[config.mk]
export PLATFORM = sky130hd
export DESIGN_NAME = tick_timebase_with_guarded_reset_unit
export DESIGN_NICKNAME = d
export VERILOG_FILES = /design/src/ttb_pkg.sv /design/src/ttb_mod_unit.sv /design/src/tick_timebase_with_guarded_reset_unit.sv
export SDC_FILE = /design/constraint.sdc
export NUM_CORES = 1
export LEC_CHECK = 0
export ABC_AREA = 1
export BUFFER_PORTS_ARGS = -buffer_cell sky130_fd_sc_hd__buf_4
export CAP_MARGIN = 20
export CORE_MARGIN = 2
export CORE_UTILIZATION = 30
export DETAILED_ROUTE_END_ITERATION = 6
export PLACE_DENSITY = 0.54
export SLEW_MARGIN = 40
export SYNTH_ARGS = -nofsm -noshare
export SYNTH_HDL_FRONTEND = slang
export SYNTH_SLANG_ARGS = --single-unit
[constraint.sdc]
create_clock -name clk -period 6.1 [get_ports clk]
set_clock_uncertainty 0.1 [all_clocks]
set_input_delay 0.61 -clock clk [delete_from_list [all_inputs] [get_ports clk]]
set_output_delay 0.61 -clock clk [all_outputs]
set_load 0.1 [all_outputs]
[src/ttb_pkg.sv]
// ----------------------------------------------------------------------------
// ttb_pkg: shared types and constants for the tick timebase
// Request codes, register indexes, reset values and the interface structs
// between the timebase control and the serial remainder unit.
// ----------------------------------------------------------------------------
package ttb_pkg;

  typedef enum logic [2:0] {
    REQ_TICK        = 3'd0,
    REQ_READ_SUB    = 3'd1,
    REQ_READ_SEC    = 3'd2,
    REQ_RELEASE_ONE = 3'd3,
    REQ_RELEASE_ALL = 3'd4,
    REQ_WRITE_SUB   = 3'd5,
    REQ_WRITE_SEC   = 3'd6,
    REQ_SAFE_RESET  = 3'd7
  } req_code_t;

  typedef enum logic {
    CFG_TICKS_PER_SECOND = 1'b0,
    CFG_DAY_LIMIT        = 1'b1
  } cfg_index_t;

  localparam logic [15:0] TPS_RESET       = 16'd50;
  localparam logic [31:0] DAY_LIMIT_RESET = 32'd86400000;
  localparam logic [5:0]  TOKEN_MAX       = 6'h3F;

  localparam int unsigned DVD_W = 32;
  localparam int unsigned DVS_W = 16;

  // Command into the remainder unit.
  typedef struct packed {
    logic               start;
    logic [DVD_W-1:0]   dividend;
    logic [DVS_W-1:0]   divisor;
  } mod_cmd_t;

  // Status back from the remainder unit.
  typedef struct packed {
    logic busy;
    logic done;
    logic rem_zero;
  } mod_status_t;

endpackage

[src/ttb_mod_unit.sv]
// ----------------------------------------------------------------------------
// ttb_mod_unit: serial 32-by-16 remainder
// Restoring division, one dividend bit per cycle; reports whether the
// remainder is zero with a one-cycle done pulse.
// ----------------------------------------------------------------------------
module ttb_mod_unit
  import ttb_pkg::*;
(
  input  logic        clk,
  input  logic        rst,
  input  mod_cmd_t    cmd,
  output mod_status_t status
);

  localparam int unsigned CNT_W = $clog2(DVD_W);

  logic [DVD_W-1:0] dvd;
  logic [DVS_W-1:0] dvs;
  logic [DVS_W-1:0] rem;
  logic [CNT_W-1:0] count;
  logic             busy;
  logic             done;

  logic [DVS_W:0]   trial;
  logic [DVS_W:0]   diff;

  assign trial = {rem, dvd[DVD_W-1]};
  assign diff  = trial - {1'b0, dvs};

  always_ff @(posedge clk) begin
    if (rst) begin
      busy  <= 1'b0;
      done  <= 1'b0;
      count <= '0;
    end else begin
      done <= 1'b0;
      if (cmd.start) begin
        busy  <= 1'b1;
        count <= '0;
      end else if (busy) begin
        count <= count + CNT_W'(1);
        if (count == CNT_W'(DVD_W - 1)) begin
          busy <= 1'b0;
          done <= 1'b1;
        end
      end
    end
  end

  always_ff @(posedge clk) begin
    if (cmd.start) begin
      dvd <= cmd.dividend;
      dvs <= cmd.divisor;
      rem <= '0;
    end else if (busy) begin
      dvd <= {dvd[DVD_W-2:0], 1'b0};
      // keep the subtraction when the trial value covers the divisor
      if (trial >= {1'b0, dvs}) begin
        rem <= diff[DVS_W-1:0];
      end else begin
        rem <= trial[DVS_W-1:0];
      end
    end
  end

  assign status.busy     = busy;
  assign status.done     = done;
  assign status.rem_zero = (rem == '0);

endmodule

[src/tick_timebase_with_guarded_reset_unit.sv]
// ----------------------------------------------------------------------------
// tick_timebase_with_guarded_reset_unit: sub-second / seconds timebase
// Tick counter with seconds rollover, read tokens and a guarded safe reset.
// ----------------------------------------------------------------------------
// One request is in flight at a time. For a tick request, the new sub-second
// count is divided by ticks_per_second in a serial remainder unit that
// retires one dividend bit per cycle; it starts at acceptance, its remainder
// is picked up when it is done, then the state is committed and the result
// register loaded. All other requests go from acceptance straight to commit.
// in_stall is high from acceptance until the result is committed; the result
// register then holds the result until out_stall drops, while the next
// request may already be accepted. A commit waits only if the result
// register is still occupied. Reads take a token (saturating at 63); release
// requests return one or all. A tick that lands on a second boundary with
// the sub-second count above day_limit raises reset_pending; a safe reset
// request clears the sub-second count and the pending flag only when one is
// pending and no tokens are held. Configuration (index 0 ticks_per_second,
// index 1 day_limit) is written through cfg_write/cfg_index/cfg_data; the
// user must do this only while the block is idle, unchecked by the block.
// ----------------------------------------------------------------------------
module tick_timebase_with_guarded_reset_unit
  import ttb_pkg::*;
(
  input  logic        clk,
  input  logic        rst,
  // configuration write port
  input  logic        cfg_write,
  input  logic        cfg_index,
  input  logic [31:0] cfg_data,
  // request channel
  input  logic        in_valid,
  output logic        in_stall,
  input  logic [2:0]  req_type,
  input  logic [31:0] write_value,
  // result channel
  output logic        out_valid,
  input  logic        out_stall,
  output logic [31:0] read_value,
  output logic [5:0]  tokens_held,
  output logic        reset_pending,
  output logic        reset_done
);

  typedef enum logic [2:0] {
    S_IDLE = 3'b001,
    S_DIV  = 3'b010,
    S_FIN  = 3'b100
  } state_t;

  state_t      state, state_next;

  // configuration registers
  logic [15:0] ticks_per_second;
  logic [31:0] day_limit;

  // architectural state
  logic [31:0] subsecond_count, subsecond_count_next;
  logic [31:0] second_count, second_count_next;
  logic [5:0]  token_count, token_count_next;
  logic        reset_request, reset_request_next;

  // request held while it is worked on
  req_code_t   req_q;
  logic [31:0] wv_q;
  logic [31:0] sub_inc;
  logic        second_hit;

  logic        in_accept;
  logic        out_take;
  logic        commit;
  logic [31:0] rd_next;
  logic        done_next;

  mod_cmd_t    mod_cmd;
  mod_status_t mod_status;

  assign in_stall  = (state != S_IDLE);
  assign in_accept = in_valid && !in_stall;
  assign out_take  = out_valid && !out_stall;
  // commit once the result register is free or being emptied
  assign commit    = (state == S_FIN) && (!out_valid || !out_stall);

  // start the remainder unit on the incremented sub-second count
  assign mod_cmd.start    = in_accept && (req_code_t'(req_type) == REQ_TICK);
  assign mod_cmd.dividend = subsecond_count + 32'd1;
  assign mod_cmd.divisor  = ticks_per_second;

  ttb_mod_unit u_mod (
    .clk    (clk),
    .rst    (rst),
    .cmd    (mod_cmd),
    .status (mod_status)
  );

  // configuration writes
  always_ff @(posedge clk) begin
    if (rst) begin
      ticks_per_second <= TPS_RESET;
      day_limit        <= DAY_LIMIT_RESET;
    end else if (cfg_write) begin
      unique case (cfg_index_t'(cfg_index))
        CFG_TICKS_PER_SECOND: ticks_per_second <= cfg_data[15:0];
        CFG_DAY_LIMIT:        day_limit        <= cfg_data;
        default:              ;
      endcase
    end
  end

  // sequencer
  always_comb begin
    state_next = state;
    unique case (state)
      S_IDLE: begin
        if (in_accept) begin
          state_next = (req_code_t'(req_type) == REQ_TICK) ? S_DIV : S_FIN;
        end
      end
      S_DIV: begin
        if (mod_status.done) begin
          state_next = S_FIN;
        end
      end
      S_FIN: begin
        if (commit) begin
          state_next = S_IDLE;
        end
      end
      default: state_next = S_IDLE;
    endcase
  end

  // hold the request and the tick's intermediate values
  always_ff @(posedge clk) begin
    if (in_accept) begin
      req_q   <= req_code_t'(req_type);
      wv_q    <= write_value;
      sub_inc <= subsecond_count + 32'd1;
    end
    if (state == S_DIV && mod_status.done) begin
      // a zero divisor never marks a second boundary
      second_hit <= mod_status.rem_zero && (ticks_per_second != 16'd0);
    end
  end

  // request semantics, applied at commit
  always_comb begin
    subsecond_count_next = subsecond_count;
    second_count_next    = second_count;
    token_count_next     = token_count;
    reset_request_next   = reset_request;
    rd_next              = 32'd0;
    done_next            = 1'b0;
    unique case (req_q)
      REQ_TICK: begin
        subsecond_count_next = sub_inc;
        if (second_hit) begin
          second_count_next = second_count + 32'd1;
          if (sub_inc > day_limit) begin
            reset_request_next = 1'b1;
          end
        end
      end
      REQ_READ_SUB, REQ_READ_SEC: begin
        // take a token, saturating
        if (token_count != TOKEN_MAX) begin
          token_count_next = token_count + 6'd1;
        end
        rd_next = (req_q == REQ_READ_SUB) ? subsecond_count : second_count;
      end
      REQ_RELEASE_ONE: begin
        if (token_count != 6'd0) begin
          token_count_next = token_count - 6'd1;
        end
      end
      REQ_RELEASE_ALL: token_count_next = 6'd0;
      REQ_WRITE_SUB:   subsecond_count_next = wv_q;
      REQ_WRITE_SEC:   second_count_next = wv_q;
      REQ_SAFE_RESET: begin
        // clear only with a reset pending and no tokens out
        if (reset_request && token_count == 6'd0) begin
          subsecond_count_next = 32'd0;
          token_count_next     = 6'd0;
          reset_request_next   = 1'b0;
          done_next            = 1'b1;
        end
      end
      default: ;
    endcase
  end

  always_ff @(posedge clk) begin
    if (rst) begin
      state           <= S_IDLE;
      subsecond_count <= 32'd0;
      second_count    <= 32'd0;
      token_count     <= 6'd0;
      reset_request   <= 1'b0;
      out_valid       <= 1'b0;
    end else begin
      state <= state_next;
      if (commit) begin
        subsecond_count <= subsecond_count_next;
        second_count    <= second_count_next;
        token_count     <= token_count_next;
        reset_request   <= reset_request_next;
        out_valid       <= 1'b1;
      end else if (out_take) begin
        out_valid <= 1'b0;
      end
    end
  end

  // result register
  always_ff @(posedge clk) begin
    if (commit) begin
      read_value    <= rd_next;
      tokens_held   <= token_count_next;
      reset_pending <= reset_request_next;
      reset_done    <= done_next;
    end
  end

  // a tick always moves into the divide phase
  a_tick_divides: assert property (@(posedge clk) disable iff (rst)
    mod_cmd.start |=> state == S_DIV)
    else $error("tick accepted without starting the remainder phase");

  // the remainder unit finishes only while the sequencer waits on it
  a_done_in_div: assert property (@(posedge clk) disable iff (rst)
    mod_status.done |-> state == S_DIV)
    else $error("remainder done outside the divide phase");

  // a commit always leaves a result in the output register
  a_commit_result: assert property (@(posedge clk) disable iff (rst)
    commit |=> out_valid && state == S_IDLE)
    else $error("commit did not produce a result");

  // a completed safe reset leaves no tokens and no pending request
  a_safe_reset_clean: assert property (@(posedge clk) disable iff (rst)
    out_valid && reset_done |-> !reset_pending && tokens_held == 6'd0)
    else $error("safe reset reported with tokens or pending flag");

  // the remainder unit is never restarted while busy
  a_no_restart: assert property (@(posedge clk) disable iff (rst)
    mod_status.busy |-> !mod_cmd.start)
    else $error("remainder unit restarted while busy");

endmodule
After elaboration in Yosys (flattened, before gate mapping)
Index checks and enable logic that the tools add are counted.

ROM bits: 0. Input port bits: 73. Flip-flop bits (word level): 302. Bits in writable memories: 0. Output and inout port bits: 42. Latch bits: 0. Memories: 0.

Order comparisons: 2. Reductions and logical operators: 29. Bitwise gates (word level): 2. Multiplexer cells: 28. Divide/modulo/power cells: 0. $mul: 0. Shifts and indexed selects: 0. Equality and inequality tests: 18. $add $sub $neg: 6.

Operator list (number): $mux 32 (5); $pmux 32 s3 (1); $add 32x1->32 const B (2); $pmux 32 s2 (1); $gt 32x32->1 (1); $pmux 6 s4 (1); $mux 6 (3); $ge 17x16->1 (1); $logic_not 16->1 (1); $mux 16 (1); $reduce_bool 16->1 (1); $sub 16x16->16 (1); $eq 3x3->1 const B (5); $mux 3 (4); $mux 1 (10); $eq 3x2->1 const B (3); $pmux 3 s3 (1); $reduce_and 3->1 (3); $ne 2x2->1 const B (4); $logic_and 1x1->1 (7); $add 6x1->6 const B (1); $eq 3x1->1 const B (2); $logic_not 3->1 (2); $logic_not 6->1 (1); 16 further kinds (23).

Logic depth before layout (Yosys ltp)
Gate-level depths: netlist (run 1).

Depth in word-level cells: 5. Depth in mapped cells: 17.

By module
Synthesis (run 1) repeated with hierarchy kept, for this count alone.

Cells, all modules: 1888. Area total of the unflattened synthesis: 15543.7 um^2.

By module, submodules not included: tick_timebase_with_guarded_reset_unit (instances 1, cells an instance 1368, area each 11472.3 um^2); ttb_mod_unit (instances 1, cells an instance 520, area each 4071.4 um^2).

Worst setup path before layout (run 1)
Ideal clock, no wire load.

Path type: flip-flop to flip-flop. Start point: register state[0]. End point: register u_mod.dvd[0] (enable). Slack: 1.480 ns. Stages on the path, launching flop included: 10. Clock period less this slack: 4.620 ns. Buffers on the path: 1. Data arrival time: 4.134 ns. Cell sequence: dfxtp_1 -> inv_2 -> nor3_2 -> inv_2 -> nor2_2 -> nand2_2 -> inv_2 -> nor2_2 -> buf_2 -> inv_1.

Longest elaborated chain between the ends: 5.

RTL lines: start, declared (line tick_timebase_with_guarded_reset_unit.sv:50) `state_t state, state_next;`; start signal, assigned (line tick_timebase_with_guarded_reset_unit.sv:200) `state <= state_next;`; $ne 3x1->1 (line tick_timebase_with_guarded_reset_unit.sv:77) `assign in_stall = (state != S_IDLE);`; net in_stall (line tick_timebase_with_guarded_reset_unit.sv:32) `output logic in_stall,`; $logic_not 1->1 (line tick_timebase_with_guarded_reset_unit.sv:78) `assign in_accept = in_valid && !in_stall;`; $logic_and 1x1->1 (line tick_timebase_with_guarded_reset_unit.sv:78); net in_accept (line tick_timebase_with_guarded_reset_unit.sv:68) `logic in_accept;`; $logic_and 1x1->1 (line tick_timebase_with_guarded_reset_unit.sv:84) `assign mod_cmd.start = in_accept && (req_code_t'(req_type) == REQ_TICK);`; $reduce_bool 2->1 (no source line); end signal, assigned (line ttb_mod_unit.sv:52) `dvd <= cmd.dividend;`; end signal, assigned (line ttb_mod_unit.sv:56) `dvd <= {dvd[DVD_W-2:0], 1'b0};`; end, declared (line ttb_mod_unit.sv:17) `logic [DVD_W-1:0] dvd;`.

The timed path passes the listed nets, and every way through them passes these cells. A chain may end at the register's enable or synchronous reset.

Worst setup path after layout (run 1)
Start point: register state[1]. End point: register u_mod.dvd[29] (enable).

Longest elaborated chain between the ends: 5.

RTL lines (line): $ne 3x1->1 (tick_timebase_with_guarded_reset_unit.sv:77); $logic_not 1->1 (tick_timebase_with_guarded_reset_unit.sv:78); $logic_and 1x1->1 (tick_timebase_with_guarded_reset_unit.sv:78); net in_accept (tick_timebase_with_guarded_reset_unit.sv:68); $logic_and 1x1->1 (tick_timebase_with_guarded_reset_unit.sv:84); $reduce_bool 2->1 (no source line).

The timed path passes the listed nets, and every way through them passes these cells.

==> run_results.csv, run 1 <==
group,metric,value,unit
status,status,"completed",
synthesis,synthArstFlopShare,0,%
finish,mostFrequentLayoutCells,"420 x nand2_1, 186 x inv_1, 156 x edfxtp_1, 155 x nor2_1, 146 x dfxtp_1",
setup_path,required,6.24,ns
global_routing,grt_antenna_before_repair,0,
clocking,cts_buffers,36,
sta,tightestPinTransition,0.802,ns
finish,areaGrowthSynthToFinish,17.1,%
setup_path,regToRegSetupSlack,2.44,ns
sta,worst_slack,2.44,ns
route,num_vias,12700,
setup_path,ff2ff_path_depth,8,
setup_path,max_stage_delay,0.87,ns
synthesis,netlist_instances,1837,
clocking,root_buffer,"clkbuf_16",
floorplan,die_area,52700,um^2
placement,post_dp_cell_area,16700,um^2
sta,fin_crit,3.66,ns
synthesis,yosysWarningCount,0,
sta,fin_crit_sh,60.0,%
setup_path,crit_chain,"nor3_2, inv_2, nor2_4, nand2_2, clkinv_2, nor2_2, inv_1, buf_4",
sta,relSlewSlack,46.5,%
placement,gp_congestion,0.869,
global_routing,grt_pass1_wl,70.3,mm
finish,utilization,35.6,%
route,vias_per_cell,4.83,
global_routing,globalRouteOverflowTotal,0,
power,powerDensity,299,nW/um^2
route,drt_wl_total,45.2,mm
clocking,cts_tree,"done",
sta,finalSetupTns,0,ns
finish,layout_commonest_cell,"nand2_1",
floorplan,core,50200,um^2
finish,final_area,17900,um^2
floorplan,rows,82,
synthesis,synth_fp_nets,1965,
global_routing,grt_pass1_vias,12500,
power,vdd_drop_max,0.166,mV
sta,rsz0062_at_grt,"false",
placement,hpwlAfterDp,33.3,mm
setup_path,cp.arrival,3.80,ns
floorplan,die_width,230,um
min_path,hold_class,"input port to register",
setup_path,path_class,"register to register",
route,drtAntennaViolNets,0,
setup_path,path_max_fanout,48,
route,drtIter0Drc,1091,
synthesis,avgSynthCellArea,8.31,um^2
synthesis,synth_top_flop_cell,"edfxtp_1",
finish,fin_nets,2056,
setup_path,r2r-end,"u_mod.dvd[29]",
clocking,cts_htree_levels,2,
flow_run,maxCapViolations,0,
clocking,cts_setup_buffers,0,
finish,diodes,0,
route,post_drt_wl_per_cell,17.2,um
sta,slew_violations,0,
clocking,cts.sinks,302,
setup_path,endpoint_kind,"register",
finish,drive_gt1_share,11.9,%
floorplan,io_pins,115,
synthesis,ys_types,50,
clocking,hold_buffers,0,
synthesis,synth_edf_count,156,
placement,portBuffers,114,
setup_path,slowest_stage,"nor2_2",
clocking,clk_path_buf_depth,3,
clocking,ctsResizeCount,0,
setup_path,critPathLaunchType,"register",
min_path,min_to,"wv_q[20]",
sta,report.final.hold_viol_count,0,
power,p_leak,7.10,nW
placement,dp_slack,2.28,ns
floorplan,start_util,30.4,%
min_path,hold_start,"write_value[20]",
global_routing,grt_max_degree,68,
clocking,clk_pin_slew,0.06,ns
synthesis,ys_seq_area_share,49.8,%
route,drt_pass1_iterations,6,
min_path,holdPathStages,1,
sta,setup_violations,0,
sta,fmax,0.273,GHz
global_routing,grt_usage,17.1,%
setup_path,r2r_start,"state[1]",
route,route.detailed.drc,0,
synthesis,ys_ff_latch,302,
floorplan,die_h,230,um
sta,hold_ws,0.127,ns
clocking,worst_skew_pair.late_latency,0.56,ns
synthesis,synth_area,15300,um^2
## sequential cells by signal, summed over array words and instances (netlist names), 16 cells and up
name              cells
day_limit            32
u_mod.rem            16
subsecond_count      32
u_mod.dvs            16
ticks_per_second     16
sub_inc              32
u_mod.dvd            32
wv_q                 32
read_value           32
second_count         32
## Yosys cell counts (23+ instances only)
library cell | n | area [um^2]
nand3_1 | 115 | 576
dfxtp_1 | 146 | 2920
o21ai_1 | 44 | 220
nor2_1 | 155 | 582
inv_1 | 188 | 706
clkbuf_1 | 46 | 173
edfxtp_1 | 156 | 4680
nand4_1 | 23 | 144
nor3_1 | 31 | 155
nand2_1 | 420 | 1580
a21oi_1 | 139 | 696
o21ai_0 | 107 | 536
xor2_1 | 35 | 307
ha_1 | 54 | 676
## cells by family (layout without fill, tap and decap cells)
| group | after synthesis | after routing | synth area share, % |
|---|---|---|---|
| compound gates | 365 | 365 | 13.3 |
| xor+xnor | 47 | 47 | 2.70 |
| fa+ha+maj | 55 | 55 | 4.55 |
| buf+inv | 271 | 388 | 7.04 |
| flops | 302 | 302 | 49.8 |
| simple gates | 797 | 797 | 22.6 |
## per-layer routing
layer	wire length, um	global-route usage, %
met5	0	0
met4	1040	5.42
met3	2190	2.59
met2	22100	29.3
met1	19900	22.0
## worst max-delay path: cells and delay by family (launching register included)
family | cells | cell delay (ns)
buf+inv | 4 | 1.25
flops | 1 | 0.41
simple gates | 4 | 1.51
## worst max path at each step
stage / from / end
after CTS: state[0] / u_mod.dvd[16]
after global placement: req_type[1] / u_mod.dvd[18]
after global routing: state[1] / u_mod.dvd[20]
after floorplan: state[0] / u_mod.dvd[0]
after detailed placement: req_type[1] / u_mod.dvd[20]
final: state[1] / u_mod.dvd[29]
## final cells by class
type                    instances  area, um^2
repair buffers                122         920
multi-input cells            1264        6610
fillers                      5215       32300
well taps                     672         841
clock buffers                  45         975
inverters                     202         762
clock inverters                19         168
flip-flops and latches        302        7610
## per-stage QoR
step	std cells	power (mW)
final	2626	5.35
after floorplan	1837	3.01
after global placement	2562	3.28
after detailed placement	2562	3.29
after CTS	2626	5.42
after global routing	2626	5.60
## report_power, final
group | switching [mW] | internal (mW) | total (mW)
logic | 0.582 | 0.269 | 0.850
clock network | 0.878 | 1.22 | 2.10
registers | 0.107 | 2.29 | 2.39
total | 1.57 | 3.78 | 5.35
No activity file was read; power rests on OpenSTA's default activity.
==> run 2, diff against run 1 <==
--- a/config.mk
+++ b/config.mk
@@ -5,13 +5,13 @@
 export SDC_FILE = /design/constraint.sdc
 export NUM_CORES = 1
 export LEC_CHECK = 0
-export ABC_AREA = 1
+export ABC_AREA = 0
 export BUFFER_PORTS_ARGS = -buffer_cell sky130_fd_sc_hd__buf_4
 export CAP_MARGIN = 20
 export CORE_MARGIN = 2
 export CORE_UTILIZATION = 30
 export DETAILED_ROUTE_END_ITERATION = 6
-export PLACE_DENSITY = 0.54
+export PLACE_DENSITY = 0.55
 export SLEW_MARGIN = 40
 export SYNTH_ARGS = -nofsm -noshare
 export SYNTH_HDL_FRONTEND = slang
==> constraint.sdc (replaced) <==
create_clock -name clk -period 3.1 [get_ports clk]
set_clock_uncertainty 0.1 [all_clocks]
set_input_delay 0.31 -clock clk [delete_from_list [all_inputs] [get_ports clk]]
set_output_delay 0.31 -clock clk [all_outputs]
set_load 0.1 [all_outputs]
==> run 2 against run 1 <==
Net effect:
- register-to-register slack worse by 2.1 ns
- final area rose by 3.1%
- global-route usage down 0.40 points
- die area shrank 2.0%
- total power up 110%
- synthesized cell count fell by 13%
- clock power is 110% higher
- synthesized area down 2.0%
- combinational power increased to 2.6 times the previous value
- non-clock buffer count rose by 86
- setup slack got worse by 2.1 ns
- hold slack worse by 0.094 ns
- critical path type unchanged
- critical endpoint is now u_mod.rem[0]
- largest cell class unchanged
==> run_results.csv, run 2 <==
group,metric,value,unit
status,status,"completed",
power,vdd_drop_max,0.401,mV
setup_path,path_class,"register to register",
finish,areaGrowthSynthToFinish,23.2,%
placement,hpwlAfterDp,29.9,mm
synthesis,synthArstFlopShare,0,%
min_path,holdPathStages,3,
power,powerDensity,616,nW/um^2
clocking,cts_buffers,36,
finish,diodes,0,
global_routing,globalRouteOverflowTotal,0,
floorplan,die_area,51700,um^2
power,swShare,28.7,%
power,p_sw,3.26,mW
placement,gp_congestion,0.865,
finish,utilization,37.6,%
clocking,clk_path_buf_depth,3,
clocking,clk_pin_slew,0.06,ns
synthesis,synth_commonest_cells,"275 x nand2_1, 170 x a21oi_1, 156 x edfxtp_1",
route,drt_pass1_iterations,5,
floorplan,rows,81,
synthesis,ys_seq_area_share,50.8,%
setup_path,required,3.49,ns
synthesis,synth_top_area_cell,"edfxtp_1",
clocking,root_buffer,"clkbuf_16",
route,wl_met1,18.7,mm
synthesis,synth_edf_count,156,
setup_path,endpoint_kind,"register",
setup_path,regToRegSetupSlack,0.35,ns
route,drtIter0Drc,876,
placement,dp_cells,2304,
synthesis,synth_fp_nets,1729,
synthesis,synth_top_area_share,31.3,%
finish,drive_gt1_share,13.1,%
global_routing,grt_usage,16.7,%
synthesis,synth_top_flop_cell,"edfxtp_1",
placement,portBuffers,114,
route,drt_wl_total,43.1,mm
route,highest_layer,"met4",
synthesis,synth_area,15000,um^2
finish,mostFrequentLayoutCells,"273 x nand2_1, 170 x a21oi_1, 156 x edfxtp_1, 145 x dfxtp_1, 136 x buf_4",
sta,fin_crit_sh,88.8,%
clocking,worst_skew_pair.late_latency,0.55,ns
synthesis,synthTopCellsByArea,"edfxtp_1 31%, dfxtp_1 20%, nand2_1 6.9%",
sta,slew_violations,0,
floorplan,core,49100,um^2
sta,report.final.hold_viol_count,0,
sta,finalSetupTns,0,ns
clocking,cts_htree_levels,2,
synthesis,avgSynthCellArea,9.34,um^2
finish,layout_commonest_cell,"nand2_1",
sta,rsz0062_at_grt,"false",
sta,fin_crit,2.75,ns
clocking,cts_tree,"done",
power,pwr-share-clk,39.4,%
floorplan,io_pins,115,
route,wl_met3,1.76,mm
setup_path,ff2ff_path_depth,7,
setup_path,r2r-end,"u_mod.rem[0]",
route,num_vias,12500,
clocking,cts_setup_buffers,0,
synthesis,ys_types,72,
sta,setup_violations,0,
global_routing,grt_max_degree,68,
clocking,cts.sinks,302,
synthesis,yosysWarningCount,0,
route,post_drt_wl_per_cell,17.7,um
sta,relSlewSlack,50.1,%
min_path,hold_class,"input port to register",
sta,tightestPinTransition,0.747,ns
synthesis,ys_ff_latch,302,
min_path,hold_start,"out_stall",
route,met2_length,21.4,mm
global_routing,grt_antenna_before_repair,0,
finish,fin_nets,1874,
power,p_comb_share,19.2,%
global_routing,grt_pass1_wl,67.3,mm
setup_path,r2r_start,"u_mod.rem[7]",
route,route.detailed.drc,0,
setup_path,cp.arrival,3.14,ns
flow_run,maxCapViolations,0,
floorplan,die_h,227,um
power,p_leak,6.73,nW
sta,fmax,0.363,GHz
setup_path,path_max_fanout,9,
global_routing,grt_pass1_vias,12100,
synthesis,yosysMostFrequentCell,"nand2_1",
route,drtAntennaViolNets,0,
finish,final_cells,2437,
synthesis,netlist_instances,1601,
route,vias_per_cell,5.12,
floorplan,start_util,30.5,%
min_path,min_to,"out_valid",
power,p_seq_share,41.4,%
power,internal_power,8.09,mW
floorplan,die_width,227,um
setup_path,critPathLaunchType,"register",
==> run 2: changes by cell type after synthesis, sizes merged, moves of 33 or more <==
cell / before / now
inv: 201 / 71
o21ai: 152 / 59
a211oi: 17 / 61
nor2: 164 / 104
nor3b: 3 / 36
nand2: 429 / 275
clkbuf: 46 / 79
nand3: 115 / 40
==> run 2: power by group through the flow <==
stage | logic [mW] | registers, mW | clock network, mW
global placement | 2.08 | 4.78 | 0
floorplan | 1.47 | 4.74 | 0
detailed placement | 2.07 | 4.78 | 0
global route | 2.42 | 4.73 | 4.74
CTS | 2.17 | 4.70 | 4.59
finish | 2.18 | 4.70 | 4.48
==> run 2: layout make-up <==
| class | instances | area [um^2] |
|---|---|---|
| clock buffers | 53 | 1080 |
| clock inverters | 12 | 178 |
| fillers | 4999 | 30600 |
| inverters | 71 | 270 |
| multi-input cells | 1127 | 6690 |
| flip-flops and latches | 302 | 7610 |
| well taps | 664 | 831 |
| repair buffers | 208 | 1770 |
==> run 2: timing repair <==
action | in CTS | in global routing
hold buffers | 68 | 0
endpoints found under the hold margin | 84 | 0
resized for setup | 0 | 0
==> run 2: stage by stage <==
step           setup slack (ns)  hold WS, ns  total power, mW  instance area [um^2]
3_3_place_gp              0.452        0.340             6.87                 16500
6_report                  0.347       0.0329             11.4                 18400
5_1_grt                  0.0629       0.0622             11.9                 18400
4_1_cts                   0.384      0.00921             11.5                 18400
2_1_floorplan            0.0384        0.309             6.21                 15000
3_5_place_dp              0.415        0.348             6.86                 16500
==> run 2: cells by family (layout without fill, tap and decap cells) <==
group	Yosys count	count (layout)	share of synthesized area, %
AOI/OAI and AO/OA	390	390	16.1
DFF	302	302	50.8
and+or+nand+nor	618	618	19.8
muxes	17	17	1.24
xor gates and xnor gates	47	47	2.75
buffers and inverters	172	344	4.60
adders and majority gates	55	55	4.65
==> run 2: worst max-delay path by stage <==
stage / startpoint / end / cells after the start
2_1_floorplan: state[0] / u_mod.dvs[0] / 6
3_3_place_gp: u_mod.rem[7] / u_mod.rem[0] / 7
3_5_place_dp: u_mod.rem[7] / u_mod.rem[0] / 7
4_1_cts: u_mod.rem[7] / u_mod.rem[0] / 7
5_1_grt: u_mod.dvs[10] / u_mod.rem[0] / 8
6_report: u_mod.rem[7] / u_mod.rem[0] / 7
==> run 2: metal layers <==
metal / global-route usage [%] / vias up
li1: - / 6074
met1: 21.3 / 6019
met2: 28.6 / 310
met3: 2.30 / 66
met4: 6.45 / 0
met5: 0 / -
==> run 2: critical path: stages (launching register included) <==
cell and delay [ns]:
dfxtp_1 0.36, ha_1 0.40, nand3_1 0.20, nor2_1 0.08, a2111oi_0 0.63, a31o_2 0.42, mux2_2 0.37, a21oi_1 0.13
